### src/rtl/core/lti_pkg.sv
// ----------------------------------------------------------------------------
// lti_pkg
// shared types and constants of the line/triangle intersection engine
// ----------------------------------------------------------------------------
package lti_pkg;

    localparam int QUO_W      = 32;
    localparam int FRAC_W     = 16;
    localparam int PARAM_W    = 32;
    localparam int WEIGHT_W   = 17;
    localparam int EPS_W      = 32;
    localparam int ADDR_W     = 5;
    localparam int OUT_DATA_W = 72;
    localparam int OUT_PAD_W  = OUT_DATA_W - PARAM_W - 2 * WEIGHT_W;
    localparam int FIFO_DEPTH = 4;
    localparam int FIFO_PTR_W = 2;
    localparam int FIFO_CNT_W = 3;

    localparam logic [PARAM_W-1:0] MISS_PARAM = 32'h7FFF_FFFF;
    localparam logic [PARAM_W-1:0] NEG_LIMIT  = 32'h8000_0000;

    typedef enum logic [2:0] {
        REG_ORIGIN_X = 3'd0,
        REG_ORIGIN_Y = 3'd1,
        REG_ORIGIN_Z = 3'd2,
        REG_DIR_X    = 3'd3,
        REG_DIR_Y    = 3'd4,
        REG_DIR_Z    = 3'd5,
        REG_DET_EPS  = 3'd6
    } reg_index_t;

    typedef struct packed {
        logic hit;
        logic neg;
        logic sat;
    } lti_flags_t;

endpackage

### src/rtl/core/lti_fifo.sv
// ----------------------------------------------------------------------------
// lti_fifo
// short queue between the classify front end and the divide back end
// ----------------------------------------------------------------------------
module lti_fifo #(
    parameter int EW = 8
) (
    input  logic          clk,
    input  logic          rst_n,
    input  logic          push,
    input  logic [EW-1:0] din,
    output logic          full,
    input  logic          pop,
    output logic [EW-1:0] dout,
    output logic          empty
);

    localparam int DEPTH = lti_pkg::FIFO_DEPTH;

    logic [EW-1:0]                   mem_reg [DEPTH];
    logic [lti_pkg::FIFO_PTR_W-1:0]  wr_reg, wr_next;
    logic [lti_pkg::FIFO_PTR_W-1:0]  rd_reg, rd_next;
    logic [lti_pkg::FIFO_CNT_W-1:0]  cnt_reg, cnt_next;
    logic                            do_push, do_pop;

    assign full    = cnt_reg == lti_pkg::FIFO_CNT_W'(DEPTH);
    assign empty   = cnt_reg == '0;
    assign do_push = push && !full;
    assign do_pop  = pop && !empty;
    assign dout    = mem_reg[rd_reg];

    always_comb
    begin
        wr_next  = do_push ? wr_reg + 1'b1 : wr_reg;
        rd_next  = do_pop ? rd_reg + 1'b1 : rd_reg;
        cnt_next = cnt_reg;
        if (do_push && !do_pop)
        begin
            cnt_next = cnt_reg + 1'b1;
        end
        else if (do_pop && !do_push)
        begin
            cnt_next = cnt_reg - 1'b1;
        end
    end

    always_ff @(posedge clk or negedge rst_n)
    begin
        if (!rst_n)
        begin
            wr_reg  <= '0;
            rd_reg  <= '0;
            cnt_reg <= '0;
        end
        else
        begin
            wr_reg  <= wr_next;
            rd_reg  <= rd_next;
            cnt_reg <= cnt_next;
        end
    end

    always_ff @(posedge clk)
    begin
        if (do_push)
        begin
            mem_reg[wr_reg] <= din;
        end
    end

endmodule

### config.mk
export PLATFORM = sky130hd
export DESIGN_NAME = lti_fifo
export DESIGN_NICKNAME = d
export VERILOG_FILES = /design/src/rtl/core/lti_pkg.sv /design/src/rtl/core/lti_fifo.sv
export SDC_FILE = /design/constraint.sdc
export NUM_CORES = 1
export LEC_CHECK = 0
export ABC_AREA = 1
export BUFFER_PORTS_ARGS = -buffer_cell sky130_fd_sc_hd__buf_4
export CAP_MARGIN = 20
export CORE_UTILIZATION = 56
export CTS_CLUSTER_DIAMETER = 50
export DETAILED_ROUTE_END_ITERATION = 12
export PLACE_DENSITY = 0.81
export SLEW_MARGIN = 20
export SYNTH_ARGS = -nofsm -noshare
export SYNTH_HDL_FRONTEND = slang
export SYNTH_SLANG_ARGS = --single-unit
### constraint.sdc
create_clock -name clk -period 1.89 [get_ports clk]
set_input_delay 0 -clock clk [delete_from_list [all_inputs] [get_ports clk]]
set_output_delay 0 -clock clk [all_outputs]
set_load 0.03 [all_outputs]
Word level (Yosys, flattened, before mapping)
Memory sizes are Yosys's and may differ from the RTL's.
Index checks and enable logic that the tools add are counted.
- memories kept: 1
- input bits: 12
- bits in registers: 7
- bits in writable memories: 32
- reductions and logical operators: 10
- eq/ne operators: 1
- mux-type cells: 4
- add/subtract/negate cells: 4
- memory list (name ; words ; bits a word ; rd ports ; clocked after memory_dff ; wr ports ; RTL line ; text):
    mem_reg ; 4 ; 8 ; 1 ; 0 ; 1 ; lti_fifo.sv:20 ; logic [EW-1:0] mem_reg [DEPTH];
- operators with widths (cell ; count):
    $mux W3 ; 2
    $add A2 B1 Y2 const B ; 2
    $logic_and A1 B1 Y1 ; 4
    $logic_not A1 Y1 ; 4
    $add A3 B1 Y3 const B ; 1
    $eq A3 B3 Y1 const B ; 1
    $logic_not A3 Y1 ; 1
    $sub A3 B1 Y3 const B ; 1
    $mux W1 ; 2
    $reduce_bool A2 Y1 ; 1

Longest topological paths before layout
Gate-level depths: netlist of the first run.
- word-level depth: 7
- depth in mapped cells: 12
- gate-level depth less buffers: 12

Worst setup path before layout of the first run
No wires, ideal clock.
- path kind: reg2reg
- start: reg cnt_reg[0] in the netlist's numbering
- end: reg cnt_reg[1] in the netlist's numbering
- slack: 0.163 ns
- arrival time: 1.600 ns
- stages on the path, launching flop included: 10
- period minus slack after synthesis: 1.727 ns
- cells stage by stage: dfrtp_1 > inv_1 > nand3_1 > nand2_1 > inv_1 > ha_1 > inv_1 > fa_1 > nand2_1 > o21ai_0
- RTL lines (item ; RTL line ; text):
    start: declaration ; lti_fifo.sv:23 ; logic [lti_pkg::FIFO_CNT_W-1:0] cnt_reg, cnt_next;
    start signal: assignment ; lti_fifo.sv:59 ; cnt_reg <= cnt_next;
    $eq A3 B3 Y1 ; lti_fifo.sv:26 ; assign full = cnt_reg == lti_pkg::FIFO_CNT_W'(DEPTH);
    $logic_not A1 Y1 ; lti_fifo.sv:28 ; assign do_push = push && !full;
    $logic_and A1 B1 Y1 ; lti_fifo.sv:28 ;
    net do_push ; lti_fifo.sv:24 ; logic do_push, do_pop;
    $logic_and A1 B1 Y1 ; lti_fifo.sv:37 ; if (do_push && !do_pop)
    $mux W3 ; lti_fifo.sv:37 ;
    net cnt_next, one bit ; lti_fifo.sv:23 ;
The timed path passes the listed nets, and every way through them passes these cells. The select of a mux whose other input is x is not followed.
A chain may end at the register's enable or synchronous reset.

Worst setup path after layout of the first run
- start: reg cnt_reg[2] in the netlist's numbering
- end: reg cnt_reg[2] in the netlist's numbering
- longest elaborated chain between the ends: 6
- RTL lines (item):
    branches (longest 6 deep; another with $sub A3 B1 Y3)
Parallel ways; which one is timed is not known. The select of a mux whose other input is x is not followed.

==> results of run 1 <==
==> per-layer routing <==
layer | global-route usage, % | routed length, um
met5 | 0 | 0
met4 | 10.5 | 45
met2 | 38.9 | 1710
met3 | 7.37 | 131
met1 | 26.2 | 1330
==> logic make-up (layout without fill, tap and decap cells) <==
family,after synthesis,in the layout
AOI/OAI and AO/OA,17,17
xor gates and xnor gates,1,1
adders and majority gates,6,6
buffers and inverters,38,82
DFF,39,39
and+or+nand+nor,53,53
==> cell usage in the layout (no fill, tap or decap) <==
cell type      instances
fa_2                   1
nand4_1                1
nand2_2                2
o211ai_1              16
buf_4                 28
inv_2                  4
edfxtp_1              32
dlygate4sd3_1         12
clkbuf_4               5
o21ai_0                1
nor2_1                 4
ha_1                   5
xnor2_1                1
clkbuf_1               1
inv_1                 30
nand2_1               39
clkbuf_8               1
clkinv_1               1
nand3_2                2
nand3_1                5
dfrtp_1                7
==> synthesized netlist by cell type, types with 2 or more instances <==
master	number	area, um2
buf_6	2	22.5
dfrtp_1	7	175
edfxtp_1	32	961
ha_1	5	62.6
inv_1	32	120
inv_2	2	7.51
nand2_1	41	154
nand3_1	7	35.0
nor2_1	4	15.0
o211ai_1	16	120
==> final timing paths <==
check                                               end                    from
worst min register to register   cnt_reg[0]$_DFFE_PN0P_  cnt_reg[0]$_DFFE_PN0P_
worst min-delay path            mem_reg[3][3]$_DFFE_PP_                  din[3]
worst max-delay path             cnt_reg[2]$_DFFE_PN0P_  cnt_reg[2]$_DFFE_PN0P_
worst max register to register   cnt_reg[2]$_DFFE_PN0P_  cnt_reg[2]$_DFFE_PN0P_
min in group asynchronous        cnt_reg[1]$_DFFE_PN0P_                   rst_n
max in group asynchronous         rd_reg[0]$_DFFE_PN0P_                   rst_n
==> worst max-delay path, delay by kind of cell (launching register included) <==
| kind | cells | cell delay [ns] |
|---|---|---|
| buffers and inverters | 3 | 0.24 |
| and+or+nand+nor | 5 | 0.49 |
| adders and majority gates | 2 | 0.54 |
| DFF | 1 | 0.44 |
==> metrics by stage <==
step | setup WS, ns | util, % | hold WS (ns) | cells
global placement | 0.198 | 67.5 | -0.184 | 207
global route | -0.0297 | 74.9 | 0.366 | 229
CTS | 0.0305 | 73.7 | 0.374 | 227
finish | 0.0835 | 74.9 | 0.384 | 229
detailed placement | 0.0521 | 67.5 | -0.180 | 207
floorplan | 0.163 | - | -0.296 | 154
==> layout make-up <==
cell class                 instances  area, um2  area share [%]
multi-input combinational         77        444            20.8
inverter                          34        128            5.98
clock buffer                       7       55.1            2.58
tap                               31       38.8            1.82
sequential                        39       1140            53.2
timing repair buffer              40        330            15.5
clock inverter                     1       3.75           0.176
==> power by group through the flow <==
stage / logic [uW] / registers, uW / clock network (uW)
floorplan: 1080 / 1250 / 0
global placement: 1380 / 1290 / 0
detailed placement: 1450 / 1310 / 0
CTS: 1470 / 1290 / 452
global route: 1690 / 1310 / 486
finish: 1530 / 1280 / 440
==> timing repair <==
| action | CTS | global route |
|---|---|---|
| setup buffers | 0 | 2 |
| gates resized for setup | 0 | 7 |
| hold buffers | 12 | 0 |
| endpoints found under the hold margin | 42 | 0 |
| setup endpoints to repair | 0 | 2 |
==> summary.txt, run 1 <==
Outcome - finished with violations
Failing checks - design-rule violations
Largest net degree at the start of global routing - 34
Fmax - 0.554 GHz
Period utilization - 95.6%
Fin area - 0.00214 mm2
Setup TNS - 0 ns
DRC - 1
Seq pwr share - 39.4%
Die area - 0.00332 mm2
Asr flop ratio synth - 17.9%
TritonCTS clock tree - done
Layout Nets - 215
Synth Area in Simple Gates - 12.1%
Register area share after synthesis - 65.5%
Grt total ovfl - 0
Routed vias - 1164
Synth Flop Type - edfxtp_1
1st-pass router iterations - 8
Complex-gate fraction of the synthesized area - 7.22%
Worst Path Arrival - 2.06 ns
Synth warn - 0
Netlist cell types - 16
# setup viols final - 0
Initial Utilization - 60.8%
Final Max Slew Viols - 0
Switching pwr - 1360 uW
Worst setup SP type - flip-flop
Clock power frac - 13.5%
Cell count after synthesis - 154
Slowest cell on crit path - dfrtp_1
Combinational Power Share - 47.1%
CP Capture Type - flip-flop
Crit path time final - 1.81 ns
First-pass GRT wire length - 5.24 mm
Proportion of synthesized area in mux cells - 0%
Avg Cell Area, Syn - 11.3 um2
CTS clk-pin slew, worst paths - 0.11 ns
Number of synthesized flops with an enable pin - 32
CP max stage delay - 0.44 ns
Site Rows - 19
Peak VDD IR - 990 uV
Max reg flops - 32
Via density per instance - 5.08
Yosys reg bits - 39
Clock buffer depth - 2
Sink Count - 39
Netlist Area Pre-Place - 0.00173 mm2
Number of diodes - 0
R2r setup slk - 0.08 ns
Die X-Extent - 57.7 um
Slew HR - 68.1%
Hold depth - 2
Switching Share - 41.8%
Worst-Margin Slew - 0.477 ns
Cell Int Power - 1900 uW
Area Growth Syn to Fin - 23.2%
Core area - 0.00285 mm2
Initial antenna violation count - 0
Post-Synth Adder-Cell Area - 4.76%
Fillers - 204
Share of cells above drive strength 1 - 21.7%
Tot GR Track Use - 22.7%
Die height - 57.7 um
Initial DRC count - 46
Cell Chain, Critical Path - inv_2 > nand3_2 > nand2_2 > ha_1 > inv_1 > fa_2 > inv_1 > nand2_1 > nand4_1 > nand2_1
Max cap viols - 0
Largest family of logic cells by synthesized area - simple AND/OR/NAND/NOR gates
I/O Pins - 22
Worst-Skew Late Latency - 0.35 ns
Worst r2r path cells - 10
Worst path required time - 2.15 ns
Htree depth - 2
Antenna viol nets, final - 0
Detailed-route wire length - 3.22 mm
Vias in the first global route - 1178
Setup CP Type - flip-flop to flip-flop
CTS Buf Count - 5
Final HPWL DP - 2.12 mm
Routed len/inst - 14.1 um
Dpl cell area - 0.00192 mm2
Pleak - 0.000978 uW
Final Hold Fails - 0
Synth Area in XOR/XNOR - 0.505%
Tot Pwr - 3260 uW
Crit path max fanout - 5
I/O Buffers - 21
Final GP Congestion - 0.817
CTS root buf - clkbuf_4
PD cells - 1520 mW/mm2
Net count after synthesis - 172
Tightest Hold Check Type - input port to flip-flop
Setup skew after layout - 0.00582 ns
Power figures use the tool's default switching activity.
==> run 2, diff against run 1 <==
- CORE_UTILIZATION: 56 -> 60
- PLACE_DENSITY: 0.81 -> 0.85
- clock period: 1.89 -> 2.3 ns (I/O delays scaled with it)
==> run 2 against run 1 <==
Largest cell class unchanged. Cell count decreased by 0.87%. Sequential share of layout area increased by 0.34 points. Cell area decreased by 0.64%. Largest power group unchanged. Clock skew increased by 0.0089 ns. Maximum frequency decreased by 9.1%. Utilization increased by 2.1 points. The run now ends clean.
==> summary.txt, run 2 (synthesized netlist as in run 1, its figures left out) <==
Worst-Margin Slew - 0.518 ns
Routed len/inst - 13.7 um
Htree depth - 2
Global route hottest layer - met2
I/O Pins - 22
Via density per instance - 5.22
CTS Buf Count - 5
# setup viols final - 0
Post-CTS Setup Bufs - 0
Crit path max fanout - 7
Routed vias - 1184
Crit path time final - 1.99 ns
Max reg flops - 32
Worst path required time - 2.52 ns
Site Rows - 19
Final core occ - 77.0%
Number of diodes - 0
Slew HR - 65.4%
Commonest cells after routing, fill and taps aside - nand2_1 (41), inv_1 (32), edfxtp_1 (32)
DRC - 0
CP Capture Type - flip-flop
Commonest non-fill, non-tap cell in the layout - nand2_1
Initial DRC count - 55
Reg2Reg Launch Point - cnt_reg[1]$_DFFE_PN0P_
Final Hold Fails - 0
Layout Nets - 213
Setup TNS - 0 ns
Area Growth Syn to Fin - 22.4%
Initial antenna violation count - 0
Fmax - 0.503 GHz
I/O Buffers - 21
Vias in the first global route - 1151
CTS root buf - clkbuf_4
RSZ-0062 raised after global routing - no
Met1 Track Usage GR - 31.5%
Global routing usage on met3 - 4.88%
Max cap viols - 0
First-pass GRT wire length - 5.41 mm
Hold_sp - din[1]
Antenna viol nets, final - 0
1st-pass router iterations - 4
Final HPWL DP - 2.09 mm
Worst Path Arrival - 2.21 ns
Critical Path Source - cnt_reg[1]$_DFFE_PN0P_
Setup CP Type - flip-flop to flip-flop
Sink Count - 39
Outcome - finished, final reports clean
Die X-Extent - 55.8 um
Detailed-route wire length - 3.11 mm
PD cells - 1270 mW/mm2
Core area - 0.00276 mm2
Worst-Skew Late Latency - 0.34 ns
Share of cells above drive strength 1 - 16.8%
Setup skew after layout - 0.0148 ns
CTS clk-pin slew, worst paths - 0.12 ns
Final Max Slew Viols - 0
Initial Utilization - 62.9%
Final GP Congestion - 0.844
Largest net degree at the start of global routing - 34
Grt total ovfl - 0
Tot GR Track Use - 23.7%
Tightest Hold Check Type - input port to flip-flop
Peak VDD IR - 1140 uV
TritonCTS clock tree - done
Period utilization - 86.4%
Met2 Use GR - 38.6%
Pleak - 0.000974 uW
Worst setup SP type - flip-flop
Die height - 55.8 um
Die area - 0.00311 mm2
Clock buffer depth - 2
## run 2: what timing repair did
| item | CTS | global route |
|---|---|---|
| endpoints found under the hold margin | 42 | 0 |
| hold buffers | 13 | 0 |
| gates resized for setup | 0 | 0 |
## run 2: final cells by class
type | instances | area, um2
flip-flops and latches | 39 | 1140
clock buffers | 7 | 45.0
well taps | 31 | 38.8
clock inverters | 1 | 30.0
repair buffers | 38 | 318
multi-input cells | 77 | 427
fillers | 184 | 636
inverters | 34 | 128
## run 2: final timing paths
kind	end	slack, ns	cells past startpoint
max in group asynchronous	wr_reg[1]$_DFFE_PN0P_	0.97	4
worst min-delay path	mem_reg[1][1]$_DFFE_PP_	0.40	2
worst min register to register	cnt_reg[2]$_DFFE_PN0P_	0.54	2
worst max-delay path	cnt_reg[1]$_DFFE_PN0P_	0.31	9
min in group asynchronous	cnt_reg[1]$_DFFE_PN0P_	0.52	3
worst max register to register	cnt_reg[1]$_DFFE_PN0P_	0.31	9
## run 2: worst max-delay path: stages (launching register included)
cell and delay (ns):
dfrtp_1 0.41, inv_1 0.10, nand3_1 0.15, nand2_1 0.21, inv_1 0.07, ha_1 0.22, inv_1 0.12, fa_1 0.42
nand2_1 0.08, o21ai_0 0.08
## run 2: power breakdown
part	total [uW]	switching (uW)	internal (uW)	leakage [uW]
logic	1210	784	426	0.000557
registers	1050	106	949	0.000378
clock network	439	209	231	0.0000395
total	2700	1100	1610	0.000974
## run 2: per-stage QoR
stage	instance area (um2)	worst slack [ns]	hold WS, ns	power [uW]	instances
2_1_floorplan	1730	0.573	-0.296	1910	154
3_3_place_gp	1920	0.495	-0.184	2190	206
3_5_place_dp	1920	0.341	-0.177	2270	206
4_1_cts	2120	0.315	0.378	2720	227
5_1_grt	2120	0.137	0.393	2890	227
6_report	2120	0.313	0.397	2700	227
## run 2: layer usage
| layer | share of wire (%) | wire length [um] | up-vias |
|---|---|---|---|
| met5 | 0 | 0 | - |
| met4 | 1.1 | 34 | 0 |
| met3 | 5.7 | 178 | 4 |
| met2 | 52 | 1620 | 36 |
| met1 | 41 | 1280 | 552 |
| li1 | - | - | 592 |
==> run 3, diff against run 2 <==
- CORE_MARGIN: default -> 2
==> run 3 against run 2 <==
First-iteration DRC count grew 3.6%. Worst setup slack gained 0.015 ns. Clock power down 23%. Cell area is 1.5% lower. Power down 4.1%. Sequential share of layout area up 0.80 points. Critical path type unchanged. Highest routed layer unchanged.
==> summary.txt, run 3 (synthesized netlist as in run 1, its figures left out) <==
Setup CP Type - flip-flop to flip-flop
Sink Count - 39
CTS Buf Count - 5
Die area - 0.00334 mm2
Initial DRC count - 57
Slew HR - 66.2%
Die height - 57.8 um
Peak VDD IR - 1290 uV
Area occupied by multi-input gates - 427 um2
Max cap viols - 0
Hold Slack - 0.398 ns
Die X-Extent - 57.8 um
Outcome - finished, final reports clean
Crit path max fanout - 7
PD cells - 1240 mW/mm2
CTS clk-pin slew, worst paths - 0.12 ns
I/O Buffers - 21
Worst Path Arrival - 2.20 ns
Share of cells above drive strength 1 - 17.4%
Period utilization - 85.8%
Post-CTS Setup Bufs - 0
Final GP Congestion - 0.821
Clock buffer depth - 2
Final HPWL DP - 2.17 mm
Via density per instance - 5.17
Initial Utilization - 62.9%
Tightest Hold Check Type - input port to flip-flop
Global routing usage on met3 - 6.70%
Antenna viol nets, final - 0
Pleak - 0.000959 uW
Vias in the first global route - 1169
Initial antenna violation count - 0
Worst setup SP type - flip-flop
First-pass GRT wire length - 5.15 mm
Worst-Margin Slew - 0.506 ns
Tot GR Track Use - 21.7%
Worst-Skew Late Latency - 0.35 ns
RSZ-0062 raised after global routing - no
Global route hottest layer - met2
Setup TNS - 0 ns
Detailed-route wire length - 3.17 mm
Met2 Use GR - 36.5%
I/O Pins - 22
Fin area - 0.00209 mm2
1st-pass router iterations - 4
Core area - 0.00276 mm2
Dpl cell area - 0.00192 mm2
Routed len/inst - 14.0 um
CTS root buf - clkbuf_4
Largest net degree at the start of global routing - 34
Area Growth Syn to Fin - 20.6%
Routed vias - 1168
# setup viols final - 0
Commonest cells after routing, fill and taps aside - nand2_1 (41), inv_1 (32), edfxtp_1 (32)
DRC - 0
Fillers - 190
Max reg flops - 32
Setup skew after layout - 0.00871 ns
Commonest non-fill, non-tap cell in the layout - nand2_1
Final Hold Fails - 0
TritonCTS clock tree - done
Worst path required time - 2.53 ns
Number of diodes - 0
Htree depth - 2
Layout Nets - 212
Site Rows - 19
Register area - 0.00114 mm2
Final core occ - 75.8%
Final Max Slew Viols - 0
Met1 Track Usage GR - 24.9%
Fmax - 0.507 GHz
Grt total ovfl - 0
CP Capture Type - flip-flop
Crit path time final - 1.97 ns
==> run 3: area by class of cell <==
| cell class | count | area share [%] |
|---|---|---|
| Inverter | 34 | 6.10 |
| Multi-Input combinational cell | 77 | 20.4 |
| Clock inverter | 2 | 0.598 |
| Timing Repair Buffer | 37 | 14.7 |
| Clock buffer | 6 | 1.97 |
| Tap cell | 31 | 1.86 |
| Sequential cell | 39 | 54.3 |
==> run 3: metrics by stage <==
stage	power, uW	setup WS, ns	cells
after global routing	2780	0.192	226
after floorplan	1910	0.573	154
after detailed placement	2260	0.386	206
after global placement	2180	0.500	206
after CTS	2610	0.347	226
final	2590	0.327	226
==> run 3: routing by layer <==
layer  up-vias  share of wire, %
met5         -                 0
met4         0               1.9
met3         6               4.1
met2        32                53
met1       547                41
li1        583                 -
==> run 3: path summary, 6_finish.rpt <==
kind	from	end	slack (ns)	cells past startpoint
worst max register to register	cnt_reg[1]$_DFFE_PN0P_	cnt_reg[1]$_DFFE_PN0P_	0.33	9
worst max-delay path	cnt_reg[1]$_DFFE_PN0P_	cnt_reg[1]$_DFFE_PN0P_	0.33	9
max in group asynchronous	rst_n	wr_reg[0]$_DFFE_PN0P_	1.42	3
worst min register to register	cnt_reg[2]$_DFFE_PN0P_	cnt_reg[2]$_DFFE_PN0P_	0.54	2
worst min-delay path	din[1]	mem_reg[2][1]$_DFFE_PP_	0.40	2
min in group asynchronous	rst_n	wr_reg[1]$_DFFE_PN0P_	0.62	3
==> run 3: critical path, cell delays in order (launching register included) <==
cell and delay (ns):
dfrtp_1 0.43, inv_1 0.11, nand3_1 0.15, nand2_1 0.22, inv_1 0.07, ha_1 0.22
inv_1 0.10, fa_1 0.42, nand2_1 0.07, o21ai_0 0.08
==> run 3: power breakdown <==
part / total (uW) / leakage [uW] / internal (uW) / switching [uW]
Sequential: 1060 / 0.000378 / 949 / 107
Clock: 339 / 0.0000282 / 118 / 221
Combinational: 1200 / 0.000553 / 424 / 773
Total: 2590 / 0.000959 / 1490 / 1100
==> run 3: repair_timing <==
action,CTS,global route
hold buffers,12,0
endpoints found under the hold margin,42,0
resized for setup,0,0
